[src/rtl/crtc_pkg.sv]
// ----------------------------------------------------------------------------
// crtc_pkg - CRT timing controller shared definitions
// Item codes, bus ports, chip variants, register indexes and reset values.
// ----------------------------------------------------------------------------
`default_nettype none

package crtc_pkg;

  // Kind of work carried by one input beat.
  typedef enum logic [1:0] {
    FUNC_TICK  = 2'd0,
    FUNC_WRITE = 2'd1,
    FUNC_READ  = 2'd2,
    FUNC_NONE  = 2'd3
  } func_e;

  // Bus port selected by a write or read beat.
  typedef enum logic [1:0] {
    PORT_INDEX  = 2'd0,
    PORT_DATA   = 2'd1,
    PORT_STATUS = 2'd2,
    PORT_RDATA  = 2'd3
  } port_e;

  // Chip variants.
  localparam logic [2:0] CT_HD    = 3'd0;
  localparam logic [2:0] CT_UM    = 3'd1;
  localparam logic [2:0] CT_MC    = 3'd2;
  localparam logic [2:0] CT_ASIC1 = 3'd3;
  localparam logic [2:0] CT_ASIC2 = 3'd4;

  // Register file indexes.
  localparam logic [7:0] REG_H_TOTAL   = 8'd0;
  localparam logic [7:0] REG_H_DISP    = 8'd1;
  localparam logic [7:0] REG_HSYNC_POS = 8'd2;
  localparam logic [7:0] REG_SYNC_WID  = 8'd3;
  localparam logic [7:0] REG_V_TOTAL   = 8'd4;
  localparam logic [7:0] REG_V_ADJUST  = 8'd5;
  localparam logic [7:0] REG_V_DISP    = 8'd6;
  localparam logic [7:0] REG_VSYNC_POS = 8'd7;
  localparam logic [7:0] REG_SKEW      = 8'd8;
  localparam logic [7:0] REG_MAX_RAST  = 8'd9;
  localparam logic [7:0] REG_START_HI  = 8'd12;
  localparam logic [7:0] REG_START_LO  = 8'd13;
  localparam logic [7:0] REG_CURS_HI   = 8'd14;
  localparam logic [7:0] REG_CURS_LO   = 8'd15;
  localparam logic [4:0] REG_FLOAT     = 5'd31;

  // Read map of the ASIC variants, selected by the low index bits.
  localparam logic [2:0] ASIC_RD_ID       = 3'd3;
  localparam logic [2:0] ASIC_RD_START_HI = 3'd4;
  localparam logic [2:0] ASIC_RD_START_LO = 3'd5;
  localparam logic [2:0] ASIC_RD_CURS_HI  = 3'd6;
  localparam logic [2:0] ASIC_RD_CURS_LO  = 3'd7;

  localparam logic [7:0] ASIC2_ID_BYTE = 8'h08;
  localparam logic [7:0] STATUS_VBLANK = 8'h20;
  localparam logic [7:0] FLOAT_BYTE    = 8'hFF;

  // Reset values.
  localparam logic [7:0]  RST_H_TOTAL     = 8'd63;
  localparam logic [7:0]  RST_H_DISP      = 8'd40;
  localparam logic [7:0]  RST_HSYNC_POS   = 8'd46;
  localparam logic [3:0]  RST_HSYNC_WIDTH = 4'd14;
  localparam logic [3:0]  RST_VSYNC_WIDTH = 4'd8;
  localparam logic [6:0]  RST_V_TOTAL     = 7'd38;
  localparam logic [6:0]  RST_V_DISP      = 7'd25;
  localparam logic [6:0]  RST_VSYNC_POS   = 7'd30;
  localparam logic [7:0]  RST_MAX_RAST    = 8'd7;
  localparam logic [13:0] RST_START_ADDR  = 14'h3000;

endpackage

`default_nettype wire

[src/rtl/crt_timing_controller.sv]
// ----------------------------------------------------------------------------
// crt_timing_controller - 6845-style CRT timing controller
// Register file, character/raster/row counters, syncs and address generation.
// ----------------------------------------------------------------------------
// Usage:
//   The input channel (in_valid_i / in_stall_o) carries one beat per
//   operation: a character clock tick, a bus write to the index or data
//   port, or a bus read. Every accepted beat produces exactly one beat on
//   the output channel (out_valid_o / out_stall_i) holding the read data
//   (zero unless the beat was a read) and the video timing outputs as they
//   stand after that operation.
//   The result of a beat accepted at one edge is shown from the next
//   cycle on. Throughput is one beat per cycle while the receiver does
//   not stall; the whole tick update is a single pass of compare and
//   increment logic from the state registers back into themselves, and
//   the output register lets the next beat in while a result is taken.
//   When the receiver stalls, the pending result holds and in_stall_o
//   rises, so no state changes until the result is taken.
//   cfg_we_i writes the chip variant; it is meant to change only while the
//   block is idle.
//   Reset puts the register file at its power-on timing values, clears the
//   counters and leaves the output channel empty.
// ----------------------------------------------------------------------------
`default_nettype none

module crt_timing_controller (
  input  wire logic        clk_i,
  input  wire logic        rst_ni,
  input  wire logic        cfg_we_i,
  input  wire logic [2:0]  cfg_wdata_i,
  input  wire logic        in_valid_i,
  output logic             in_stall_o,
  input  wire logic [1:0]  func_i,
  input  wire logic [1:0]  port_i,
  input  wire logic [7:0]  wdata_i,
  output logic             out_valid_o,
  input  wire logic        out_stall_i,
  output logic [7:0]       rdata_o,
  output logic [13:0]      mem_addr_o,
  output logic [4:0]       raster_addr_o,
  output logic             hsync_o,
  output logic             vsync_o,
  output logic             border_o
);

  logic in_accept;

  // Chip variant.
  logic [2:0] chip_type_q;

  // Register file.
  logic [7:0]  reg_index_q, reg_index_d;
  logic [7:0]  h_total_q, h_total_d;
  logic [7:0]  h_disp_q, h_disp_d;
  logic [7:0]  hsync_pos_q, hsync_pos_d;
  logic [3:0]  hsync_width_q, hsync_width_d;
  logic [3:0]  vsync_width_q, vsync_width_d;
  logic [6:0]  v_total_q, v_total_d;
  logic [4:0]  v_adjust_q, v_adjust_d;
  logic [6:0]  v_disp_q, v_disp_d;
  logic [6:0]  vsync_pos_q, vsync_pos_d;
  logic [7:0]  skew_q, skew_d;
  logic [7:0]  max_rast_q, max_rast_d;
  logic [13:0] start_q, start_d;
  logic [5:0]  curs_hi_q, curs_hi_d;
  logic [7:0]  curs_lo_q, curs_lo_d;

  // Counters and address generation.
  logic [13:0] addr_q, addr_d;
  logic [13:0] line_base_q, line_base_d;
  logic [4:0]  rast_q, rast_d;
  logic [7:0]  h_cnt_q, h_cnt_d;
  logic [6:0]  v_cnt_q, v_cnt_d;
  logic [3:0]  hs_cnt_q, hs_cnt_d;
  logic [3:0]  vs_cnt_q, vs_cnt_d;

  // Timing flags.
  logic hsync_q, hsync_d;
  logic vsync_q, vsync_d;
  logic hdisp_q, hdisp_d;
  logic vdisp_q, vdisp_d;
  logic border_q, border_d;
  logic end_scr_q, end_scr_d;
  logic end_row_q, end_row_d;
  logic will_adj_q, will_adj_d;
  logic adj_mode_q, adj_mode_d;
  logic v_fired_q, v_fired_d;

  // Result channel.
  logic       out_valid_q, out_valid_d;
  logic [7:0] rdata_q, rdata_d;

  // Variant decode.
  logic       is_asic;
  logic       sync_short;
  logic       skew_off;
  logic [7:0] read_byte;

  assign is_asic    = (chip_type_q == crtc_pkg::CT_ASIC1) || (chip_type_q == crtc_pkg::CT_ASIC2);
  // These variants end vertical sync on a 16-line count and can start it
  // one line into the pulse when the sync row begins mid-line.
  assign sync_short = (chip_type_q == crtc_pkg::CT_UM) || (chip_type_q == crtc_pkg::CT_MC);
  // Skew setting "display off" is honored only by some variants.
  assign skew_off   = (skew_q[7:6] == 2'b11) && ((chip_type_q == crtc_pkg::CT_HD) || is_asic);

  assign in_stall_o = out_valid_q && out_stall_i;
  assign in_accept  = in_valid_i && !in_stall_o;

  // --------------------------------------------------------------------------
  // Bus read data. Reads leave the state untouched, so this is a plain
  // decode of the current registers.
  // --------------------------------------------------------------------------
  always_comb begin
    read_byte = 8'h00;
    if (is_asic) begin
      // The ASIC variants answer on any port from the low index bits.
      case (reg_index_q[2:0])
        crtc_pkg::ASIC_RD_ID: begin
          read_byte = (chip_type_q == crtc_pkg::CT_ASIC2) ? crtc_pkg::ASIC2_ID_BYTE : 8'h00;
        end
        crtc_pkg::ASIC_RD_START_HI: read_byte = {2'b00, start_q[13:8]};
        crtc_pkg::ASIC_RD_START_LO: read_byte = start_q[7:0];
        crtc_pkg::ASIC_RD_CURS_HI:  read_byte = {2'b00, curs_hi_q};
        crtc_pkg::ASIC_RD_CURS_LO:  read_byte = curs_lo_q;
        default:                    read_byte = 8'h00;
      endcase
    end else if (port_i == crtc_pkg::PORT_STATUS) begin
      // Only one variant drives a status byte; the others leave the bus
      // floating high.
      if (chip_type_q == crtc_pkg::CT_UM) begin
        read_byte = vdisp_q ? 8'h00 : crtc_pkg::STATUS_VBLANK;
      end else begin
        read_byte = crtc_pkg::FLOAT_BYTE;
      end
    end else if (port_i == crtc_pkg::PORT_RDATA) begin
      if (chip_type_q == crtc_pkg::CT_HD) begin
        case (reg_index_q[4:0])
          crtc_pkg::REG_START_HI[4:0]: read_byte = {2'b00, start_q[13:8]};
          crtc_pkg::REG_START_LO[4:0]: read_byte = start_q[7:0];
          crtc_pkg::REG_CURS_HI[4:0]:  read_byte = {2'b00, curs_hi_q};
          crtc_pkg::REG_CURS_LO[4:0]:  read_byte = curs_lo_q;
          default:                     read_byte = 8'h00;
        endcase
      end else if (chip_type_q == crtc_pkg::CT_UM) begin
        case (reg_index_q[4:0])
          crtc_pkg::REG_FLOAT:        read_byte = crtc_pkg::FLOAT_BYTE;
          crtc_pkg::REG_CURS_HI[4:0]: read_byte = {2'b00, curs_hi_q};
          crtc_pkg::REG_CURS_LO[4:0]: read_byte = curs_lo_q;
          default:                    read_byte = 8'h00;
        endcase
      end
    end
  end

  // --------------------------------------------------------------------------
  // Next state. The tick path is evaluated in the same order as the timing
  // events happen within one character clock: address advance, end of
  // screen and adjust detection, end of line, horizontal sync, end of the
  // displayed line, vertical sync, end of the displayed rows and finally the border.
  // --------------------------------------------------------------------------
  always_comb begin
    logic       new_frame;
    logic [3:0] vs_end;

    new_frame     = 1'b0;
    vs_end        = 4'd0;

    reg_index_d   = reg_index_q;
    h_total_d     = h_total_q;
    h_disp_d      = h_disp_q;
    hsync_pos_d   = hsync_pos_q;
    hsync_width_d = hsync_width_q;
    vsync_width_d = vsync_width_q;
    v_total_d     = v_total_q;
    v_adjust_d    = v_adjust_q;
    v_disp_d      = v_disp_q;
    vsync_pos_d   = vsync_pos_q;
    skew_d        = skew_q;
    max_rast_d    = max_rast_q;
    start_d       = start_q;
    curs_hi_d     = curs_hi_q;
    curs_lo_d     = curs_lo_q;
    addr_d        = addr_q;
    line_base_d   = line_base_q;
    rast_d        = rast_q;
    h_cnt_d       = h_cnt_q;
    v_cnt_d       = v_cnt_q;
    hs_cnt_d      = hs_cnt_q;
    vs_cnt_d      = vs_cnt_q;
    hsync_d       = hsync_q;
    vsync_d       = vsync_q;
    hdisp_d       = hdisp_q;
    vdisp_d       = vdisp_q;
    border_d      = border_q;
    end_scr_d     = end_scr_q;
    end_row_d     = end_row_q;
    will_adj_d    = will_adj_q;
    adj_mode_d    = adj_mode_q;
    v_fired_d     = v_fired_q;
    rdata_d       = rdata_q;

    if (in_accept) begin
      rdata_d = 8'h00;
      case (func_i)
        crtc_pkg::FUNC_TICK: begin
          addr_d = addr_q + 14'd1;
          if (h_cnt_q == 8'd1) begin
            end_scr_d = (v_total_q == v_cnt_q);
          end
          if ((h_cnt_q == 8'd2) && ({3'b000, rast_q} == max_rast_q) &&
              (v_cnt_q == v_total_q) && (v_adjust_q != 5'd0)) begin
            will_adj_d = 1'b1;
          end

          if (h_cnt_q == h_total_q) begin
            // End of a scan line.
            addr_d  = line_base_q;
            h_cnt_d = 8'd0;
            if (h_disp_q != 8'd0) begin
              hdisp_d = 1'b1;
            end
            if (!end_scr_d) begin
              end_row_d = ({3'b000, rast_q} == max_rast_q);
            end

            if (vsync_q) begin
              vs_end   = sync_short ? 4'd0 : vsync_width_q;
              vs_cnt_d = vs_cnt_q + 4'd1;
              if (vs_cnt_d == vs_end) begin
                vsync_d  = 1'b0;
                vs_cnt_d = 4'd0;
              end
            end

            if (adj_mode_q) begin
              // Extra raster lines after the last row.
              rast_d = rast_q + 5'd1;
              if (rast_d == v_adjust_q) begin
                rast_d     = 5'd0;
                adj_mode_d = 1'b0;
                will_adj_d = 1'b0;
                new_frame  = 1'b1;
              end
            end else if (end_row_d) begin
              rast_d = 5'd0;
              if (end_scr_d) begin
                if (will_adj_d) begin
                  adj_mode_d = 1'b1;
                end else begin
                  new_frame = 1'b1;
                end
              end else begin
                v_cnt_d = v_cnt_q + 7'd1;
              end
            end else begin
              rast_d = rast_q + 5'd1;
            end

            if (new_frame) begin
              line_base_d = start_q;
              addr_d      = start_q;
              vdisp_d     = (v_disp_q != 7'd0);
              v_cnt_d     = 7'd0;
              v_fired_d   = 1'b0;
              if (is_asic) begin
                vsync_d  = 1'b0;
                vs_cnt_d = 4'd0;
              end
            end

            end_row_d = ({3'b000, rast_d} == max_rast_q);
          end else begin
            h_cnt_d = h_cnt_q + 8'd1;
          end

          // Horizontal sync. A zero width means 16 characters, except on
          // the variants that then give no pulse at all.
          if (h_cnt_d == hsync_pos_q) begin
            hs_cnt_d = 4'd0;
            if (hsync_width_q == 4'd0) begin
              hsync_d = !((chip_type_q == crtc_pkg::CT_HD) || (chip_type_q == crtc_pkg::CT_UM));
            end else begin
              hsync_d = 1'b1;
            end
          end
          if (hsync_d) begin
            if ((hsync_width_q != 4'd0) && (hs_cnt_d == hsync_width_q)) begin
              hsync_d = 1'b0;
            end else begin
              hs_cnt_d = hs_cnt_d + 4'd1;
              if ((hsync_width_q == 4'd0) && (hs_cnt_d == 4'd0)) begin
                hsync_d = 1'b0;
              end
            end
          end

          // End of the displayed part of the line; on the last raster of a
          // row the next row starts where this one stopped.
          if (h_cnt_d == h_disp_q) begin
            hdisp_d = 1'b0;
            if ({3'b000, rast_d} == max_rast_q) begin
              line_base_d = addr_d;
            end
          end

          // Vertical sync fires once per frame.
          if (!v_fired_d && (v_cnt_d == vsync_pos_q)) begin
            if (is_asic) begin
              if ((h_cnt_d == 8'd0) && (rast_d == 5'd0)) begin
                vsync_d   = 1'b1;
                vs_cnt_d  = 4'd0;
                v_fired_d = 1'b1;
              end
            end else begin
              vsync_d   = 1'b1;
              vs_cnt_d  = ((h_cnt_d != 8'd0) && sync_short) ? 4'd1 : 4'd0;
              v_fired_d = 1'b1;
            end
          end

          if (vdisp_d && (v_cnt_d == v_disp_q)) begin
            vdisp_d = 1'b0;
          end

          border_d = !hdisp_d || !vdisp_d || skew_off;
        end

        crtc_pkg::FUNC_WRITE: begin
          if (port_i == crtc_pkg::PORT_INDEX) begin
            reg_index_d = wdata_i;
          end else if (port_i == crtc_pkg::PORT_DATA) begin
            case (reg_index_q)
              crtc_pkg::REG_H_TOTAL:   h_total_d   = wdata_i;
              crtc_pkg::REG_H_DISP:    h_disp_d    = wdata_i;
              crtc_pkg::REG_HSYNC_POS: hsync_pos_d = wdata_i;
              crtc_pkg::REG_SYNC_WID: begin
                hsync_width_d = wdata_i[3:0];
                vsync_width_d = wdata_i[7:4];
              end
              crtc_pkg::REG_V_TOTAL:   v_total_d   = wdata_i[6:0];
              crtc_pkg::REG_V_ADJUST:  v_adjust_d  = wdata_i[4:0];
              crtc_pkg::REG_V_DISP:    v_disp_d    = wdata_i[6:0];
              crtc_pkg::REG_VSYNC_POS: vsync_pos_d = wdata_i[6:0];
              crtc_pkg::REG_SKEW:      skew_d      = wdata_i;
              crtc_pkg::REG_MAX_RAST:  max_rast_d  = wdata_i;
              crtc_pkg::REG_START_HI:  start_d     = {wdata_i[5:0], start_q[7:0]};
              crtc_pkg::REG_START_LO:  start_d     = {start_q[13:8], wdata_i};
              crtc_pkg::REG_CURS_HI:   curs_hi_d   = wdata_i[5:0];
              crtc_pkg::REG_CURS_LO:   curs_lo_d   = wdata_i;
              default: ;
            endcase
          end
        end

        crtc_pkg::FUNC_READ: rdata_d = read_byte;

        default: ;
      endcase
    end
  end

  assign out_valid_d = in_accept || (out_valid_q && out_stall_i);

  always_ff @(posedge clk_i or negedge rst_ni) begin
    if (!rst_ni) begin
      chip_type_q <= crtc_pkg::CT_HD;
    end else if (cfg_we_i) begin
      chip_type_q <= cfg_wdata_i;
    end
  end

  always_ff @(posedge clk_i or negedge rst_ni) begin
    if (!rst_ni) begin
      reg_index_q   <= 8'd0;
      h_total_q     <= crtc_pkg::RST_H_TOTAL;
      h_disp_q      <= crtc_pkg::RST_H_DISP;
      hsync_pos_q   <= crtc_pkg::RST_HSYNC_POS;
      hsync_width_q <= crtc_pkg::RST_HSYNC_WIDTH;
      vsync_width_q <= crtc_pkg::RST_VSYNC_WIDTH;
      v_total_q     <= crtc_pkg::RST_V_TOTAL;
      v_adjust_q    <= 5'd0;
      v_disp_q      <= crtc_pkg::RST_V_DISP;
      vsync_pos_q   <= crtc_pkg::RST_VSYNC_POS;
      skew_q        <= 8'd0;
      max_rast_q    <= crtc_pkg::RST_MAX_RAST;
      start_q       <= crtc_pkg::RST_START_ADDR;
      curs_hi_q     <= 6'd0;
      curs_lo_q     <= 8'd0;
      addr_q        <= crtc_pkg::RST_START_ADDR;
      line_base_q   <= crtc_pkg::RST_START_ADDR;
      rast_q        <= 5'd0;
      h_cnt_q       <= 8'd0;
      v_cnt_q       <= 7'd0;
      hs_cnt_q      <= 4'd0;
      vs_cnt_q      <= 4'd0;
      hsync_q       <= 1'b0;
      vsync_q       <= 1'b0;
      hdisp_q       <= 1'b1;
      vdisp_q       <= 1'b1;
      border_q      <= 1'b0;
      end_scr_q     <= 1'b0;
      end_row_q     <= 1'b0;
      will_adj_q    <= 1'b0;
      adj_mode_q    <= 1'b0;
      v_fired_q     <= 1'b0;
      out_valid_q   <= 1'b0;
    end else begin
      reg_index_q   <= reg_index_d;
      h_total_q     <= h_total_d;
      h_disp_q      <= h_disp_d;
      hsync_pos_q   <= hsync_pos_d;
      hsync_width_q <= hsync_width_d;
      vsync_width_q <= vsync_width_d;
      v_total_q     <= v_total_d;
      v_adjust_q    <= v_adjust_d;
      v_disp_q      <= v_disp_d;
      vsync_pos_q   <= vsync_pos_d;
      skew_q        <= skew_d;
      max_rast_q    <= max_rast_d;
      start_q       <= start_d;
      curs_hi_q     <= curs_hi_d;
      curs_lo_q     <= curs_lo_d;
      addr_q        <= addr_d;
      line_base_q   <= line_base_d;
      rast_q        <= rast_d;
      h_cnt_q       <= h_cnt_d;
      v_cnt_q       <= v_cnt_d;
      hs_cnt_q      <= hs_cnt_d;
      vs_cnt_q      <= vs_cnt_d;
      hsync_q       <= hsync_d;
      vsync_q       <= vsync_d;
      hdisp_q       <= hdisp_d;
      vdisp_q       <= vdisp_d;
      border_q      <= border_d;
      end_scr_q     <= end_scr_d;
      end_row_q     <= end_row_d;
      will_adj_q    <= will_adj_d;
      adj_mode_q    <= adj_mode_d;
      v_fired_q     <= v_fired_d;
      out_valid_q   <= out_valid_d;
    end
  end

  // Read data is payload only; it is meaningful while out_valid_q is set.
  always_ff @(posedge clk_i) begin
    rdata_q <= rdata_d;
  end

  // State changes only when a beat is accepted, and an accepted beat always
  // replaces the pending result, so the timing outputs come straight from
  // the state registers.
  assign out_valid_o   = out_valid_q;
  assign rdata_o       = rdata_q;
  assign mem_addr_o    = addr_q;
  assign raster_addr_o = rast_q;
  assign hsync_o       = hsync_q;
  assign vsync_o       = vsync_q;
  assign border_o      = border_q;

endmodule

`default_nettype wire

[config.mk]
export PLATFORM = sky130hd
export DESIGN_NAME = crt_timing_controller
export DESIGN_NICKNAME = d
export VERILOG_FILES = /design/src/rtl/crtc_pkg.sv /design/src/rtl/crt_timing_controller.sv
export SDC_FILE = /design/constraint.sdc
export NUM_CORES = 1
export LEC_CHECK = 0
export BUFFER_PORTS_ARGS = -buffer_cell sky130_fd_sc_hd__buf_2
export CAP_MARGIN = 20
export CORE_MARGIN = 4
export CORE_UTILIZATION = 60
export CTS_CLUSTER_SIZE = 10
export DETAILED_ROUTE_END_ITERATION = 10
export PLACE_DENSITY = 0.78
export RECOVER_POWER = 25
export SLEW_MARGIN = 25
export SYNTH_ARGS = -nofsm -noshare
export SYNTH_HDL_FRONTEND = slang
export SYNTH_SLANG_ARGS = --single-unit
[constraint.sdc]
create_clock -name clk_i -period 10.85 [get_ports clk_i]
set_input_delay 0.5425 -clock clk_i [delete_from_list [all_inputs] [get_ports clk_i]]
set_output_delay 0.5425 -clock clk_i [all_outputs]
set_load 0.02 [all_outputs]
# Word-level counts from Yosys, hierarchy flattened
# Cells that the tools add are included.
# classes
n_addsub	6
n_eq_ne	48
mux	111
bitwise_logic	3
n_reduce_logical	54
# op_table
op	count
two-way mux 8 bit	9
two-way mux 14 bit	5
two-way mux 1 bit	61
two-way mux 4 bit	15
AND reduction 5 bit	12
two-way mux 7 bit	7
== test 8 x 4 -> 1 bit (second input constant)	6
two-way mux 5 bit	9
case mux 8 bit (5 select lines)	1
== test 8 x 3 -> 1 bit (second input constant)	4
case mux 8 bit (4 select lines)	1
== test 7 bit	4
case mux 14 bit (2 select lines)	1
== test 5 x 8 -> 1 bit	3
== test 8 x 2 -> 1 bit (second input constant)	3
== test 8 bit	3
case mux 8 bit (3 select lines)	1
== test 5 x 4 -> 1 bit (second input constant)	4
== test 8 x 1 -> 1 bit (second input constant)	2
logical NOT 8 bit	2
nonzero test 8 bit	2
== test 3 bit (second input constant)	5
adder 14 x 1 -> 14 bit (second input constant)	1
logical AND 1 bit	12
25 further kinds	49
# totals
register_bits	188
input_bits	20
out_inout_bits	32
elab_cells	258

# Logic depth before layout (Yosys ltp)
# depth
depth_word	26
ltp_mapped	16
ltp_nobuf	12

# Worst setup path after synthesis
# OpenSTA, ideal clock, no wires.
# synth_timing
path_kind	register to register
startpoint	register rast_q[1] (netlist: raster_addr_o[1])
endpoint	register line_base_q[5]
setup_time_ns	0.126
arrival_time_ns	3.610
required_ns	10.724
slack_ns	7.114
stages_incl_launch_ff	15
path_buffers	3
synth_period_minus_slack_ns	3.736
cell_sequence	dfrtp_1 -> ha_1 -> buf_6 -> nor2b_1 -> or3_1 -> a31o_2 -> or3_4 -> o221ai_2 -> xor2_1 -> o31ai_1 -> or4_1 -> buf_2 -> a21o_1 -> buf_6 -> a221o_1
# synth_between
elab_chain_cells	18
word_cells_on_any_way	36
classes_between	1 x add/sub; 3 x eq/ne; 29 x mux; 3 x reduce/logical
# synth_lines
element	line	source
from (decl)	crt_timing_controller.sv:71	logic [4:0] rast_q, rast_d;
from (signal assigned)	crt_timing_controller.sv:425	rast_q <= rast_d;
branches (longest 17 deep; another with adder 5 x 1 -> 5 bit)	--	
two-way mux 14 bit (*)	crt_timing_controller.sv:299	if (h_cnt_d == h_disp_q) begin
to (signal assigned)	crt_timing_controller.sv:390	line_base_q <= crtc_pkg::RST_START_ADDR;
to (signal assigned)	crt_timing_controller.sv:424	line_base_q <= line_base_d;
to (decl)	crt_timing_controller.sv:70	logic [13:0] line_base_q, line_base_d;
# Every way passes the cells marked *. The select of a mux whose other input is x is not followed.
# A chain may end at the register's enable or synchronous reset.

==> results.toml <==
[logic_synthesis]
syn_nets = 1170
synthSimpleGateAreaFrac_pct = 17.80
synth_xor_area_share_pct = 7.656
syn_avg_cell_area_um2 = 9.616
ys_ff_latch = 182
synth_edf_count = 8
ys_types = 80
seq_area_frac_synth_pct = 42.26
ys_warn_count = 0
async_flop_share_pct = 95.60
syn_area_um2 = 10980
ys.flop_type = "dfrtp_1"
synth_compound_area_share_pct = 14.40
synth_mux_area_share_pct = 12.93
synth_cells = 1142
synth_top_family_by_area = "simple AND/OR/NAND/NOR gates"
synth_fa_ha_area_share_pct = 0.9115

[power]
power.share.clock_pct = 25.7
power.switching_mw = 0.9280
p_seq_share_pct = 39.9
power_mw = 2.321
combPwrFrac_pct = 34.4
p_sw_share_pct = 39.98
p_leak_nw = 5.170
power_density_nw_per_um2 = 195.9
ir_drop_mv = 0.1485
p_int_mw = 1.393

[global_route]
grt_first_pass_wirelength_mm = 44.55
grt_start_max_net_pins = 113
track_usage_pct = 27.55
antenna_found_initial = 0
first_global_vias = 8429
gr-total-overflow = 0

[critical_path]
endpoint_kind = "async pin"
cp_num_cells = 1
r2r_slack_ns = 6.24
cp_num_buf_inv = 1
cp_top_family = "buffers and inverters"
required_ns = 9.96
slowest_delay_ns = 4.07
crit_fanout = 112
startpoint = "rst_ni"
crit_type = "in -> async"
reg2regPathDepth = 11
crit_arrival_ns = 4.69
crit_slowest_cell = "clkbuf_1"
path_cells = "clkbuf_1"
worst_setup_path_start_kind = "input port"
worstReg2RegStart = "raster_addr_o[0]$_DFFE_PN0P_"

[cells_and_area]
drive_gt1_share_pct = 22.12
fillerInstances = 1439
post-route-util_pct = 65.95
area_delta_synth_final_pct = 7.873
ff_latch_area_um2 = 4641
nNetsFinal = 1177
diodes = 0
multi_input_area_um2 = 5923

[route]
drc = 0
first_pass_iters = 7
routedWlPerCell_um = 19.84
wl_mm = 27.60
drt_iter0_drc = 924
vias_per_cell = 6.435
ant_nets = 0
via_count = 8951

[min_path]
min_from = "in_valid_i"
hold_depth = 2
hp-class = "in -> reg"

[timing]
max-slew-margin-rel_pct = -295.7
fin_setup_tns_ns = 0
tightest_slew_ns = 5.935
fin_skew_ns = 0.01332
fin_hold_ws_ns = 0.2997
fin_crit_ns = 5.583
maxSlewViolCount = 113
final_hold_viol_count = 0
fmax_ghz = 0.1791
fin_crit_sh_pct = 51.45
rsz0062_at_grt = "no"
setup-violations-final = 0

[clock_tree]
cts_tree = "yes"
holdBufCountCts = 0
cts_buffers = 17
cts_setup_buffers = 0
clk_pin_slew_worst_paths_ns = 0.07
numClockSinks = 182
clkLatencyLatePin_ns = 0.44
post_cts_resized = 0
htree_num_levels = 4
cts.path.max_buffers = 2
cts-root-buf = "clkbuf_16"

[floorplanning]
start_util_pct = 61.13
fp-row-count = 49
die_h_um = 143.3
core-area_um2 = 17960
die_area_um2 = 20530
die_w_um = 143.3
ios = 52

[placed_design]
portBuffers = 51
gp_congestion = 0.9574
post-dp-hpwl_mm = 18.60

[run_status]
status = "finished, violations left"
violations = "capacitance limit, slew limit"

[run]
maxCapViolCount = 1
[power groups by stage]
| stage | registers [mW] | clock network [mW] | logic [mW] |
|---|---|---|---|
| 2_1_floorplan | 0.902 | 0 | 0.609 |
| 3_5_place_dp | 0.934 | 0 | 0.783 |
| 3_3_place_gp | 0.930 | 0 | 0.769 |
| 6_report | 0.926 | 0.597 | 0.799 |
| 5_1_grt | 0.943 | 0.635 | 0.878 |
| 4_1_cts | 0.922 | 0.606 | 0.790 |
[layout by cell type, fill, tap and decap left out, types with 11 or more instances in the layout]
cell type | netlist | layout
dfstp_2 | 37 | 37
dfrtp_1 | 137 | 137
clkbuf_16 | 0 | 17
xnor2_1 | 53 | 53
o21ai_0 | 76 | 76
nand3_1 | 44 | 44
nor2_1 | 86 | 86
nor3_1 | 21 | 18
o31ai_1 | 11 | 11
and3_1 | 13 | 13
xor2_1 | 31 | 31
a21oi_1 | 53 | 53
nand4_1 | 19 | 19
buf_2 | 13 | 50
inv_1 | 27 | 27
mux2_2 | 103 | 103
nand2_1 | 122 | 122
mux2i_1 | 26 | 26
a31oi_1 | 22 | 21
[area by class of cell]
| cell class | instances | share of cell area (%) |
|---|---|---|
| Clock inverter | 15 | 1.183 |
| Clock buffer | 17 | 3.591 |
| Multi-Input combinational cell | 860 | 50.00 |
| Sequential cell | 182 | 39.17 |
| Tap cell | 229 | 2.419 |
| Inverter | 27 | 0.8555 |
| Timing Repair Buffer | 61 | 2.778 |
[per-stage QoR]
stage          std cells  instance area, µm²  setup slack [ns]
3_5_place_dp        1359               11280             6.356
2_1_floorplan       1142               10980             7.114
5_1_grt             1391               11850             4.056
6_report            1391               11850             5.267
3_3_place_gp        1359               11280             6.435
4_1_cts             1391               11840             6.325
[per-layer routing]
metal  track usage (%)  wire length (µm)
met1             39.19             12140
met2             41.86             12640
met3             6.290              2144
met4             9.762               676
met5                 0                 0
[flip-flops by register name (all words and copies together) (netlist names), 8 cells and up]
name / flops
start_q: 14
mem_addr_o: 14
max_rast_q: 8
curs_lo_q: 8
h_disp_q: 8
hsync_pos_q: 8
reg_index_q: 8
rdata_o: 8
h_total_q: 8
h_cnt_q: 8
line_base_q: 14
[synth_stat cells (8+ instances only)]
library cell	instances	share of area (%)
mux2_2	103	11
nand2_1	122	4.2
o21ai_0	76	3.5
buf_2	13	0.59
edfxtp_1	8	2.2
o31ai_1	11	0.75
and3_1	13	0.74
nand3_1	44	2.0
mux2i_1	26	2.4
nor2_1	86	2.9
nand2b_1	9	0.51
or3_1	9	0.51
clkbuf_1	45	1.5
a21oi_1	53	2.4
dfstp_2	37	8.9
o32ai_1	8	0.64
nor4b_1	9	0.72
nor3_1	21	0.96
nor4_1	10	0.57
a31oi_1	22	1.3
ha_1	8	0.91
nand4_1	19	1.1
xnor2_1	53	4.2
inv_1	27	0.92
xor2_1	31	2.5
nor2b_1	10	0.57
a221o_1	10	0.91
dfrtp_1	137	31
[path summary, 6_finish.rpt]
path	to
hold reg to reg	start_q[13]$_DFFE_PN1P_
setup reg to reg	line_base_q[4]$_DFFE_PN0P_
max in group clk_i	line_base_q[4]$_DFFE_PN0P_
hold / removal	out_valid_o$_DFF_PN0_
setup / recovery	mem_addr_o[11]$_DFFE_PN0P_
min in group asynchronous	v_cnt_q[3]$_DFFE_PN0P_
[cells by family (layout without fill, tap and decap cells)]
group,Yosys count,in the layout
and+or+nand+nor,390,390
DFF,182,182
muxes,129,129
adders and majority gates,8,8
xor gates and xnor gates,89,89
buffers and inverters,100,120
AOI/OAI and AO/OA,244,244
No activity file was read; power rests on OpenSTA's default activity.
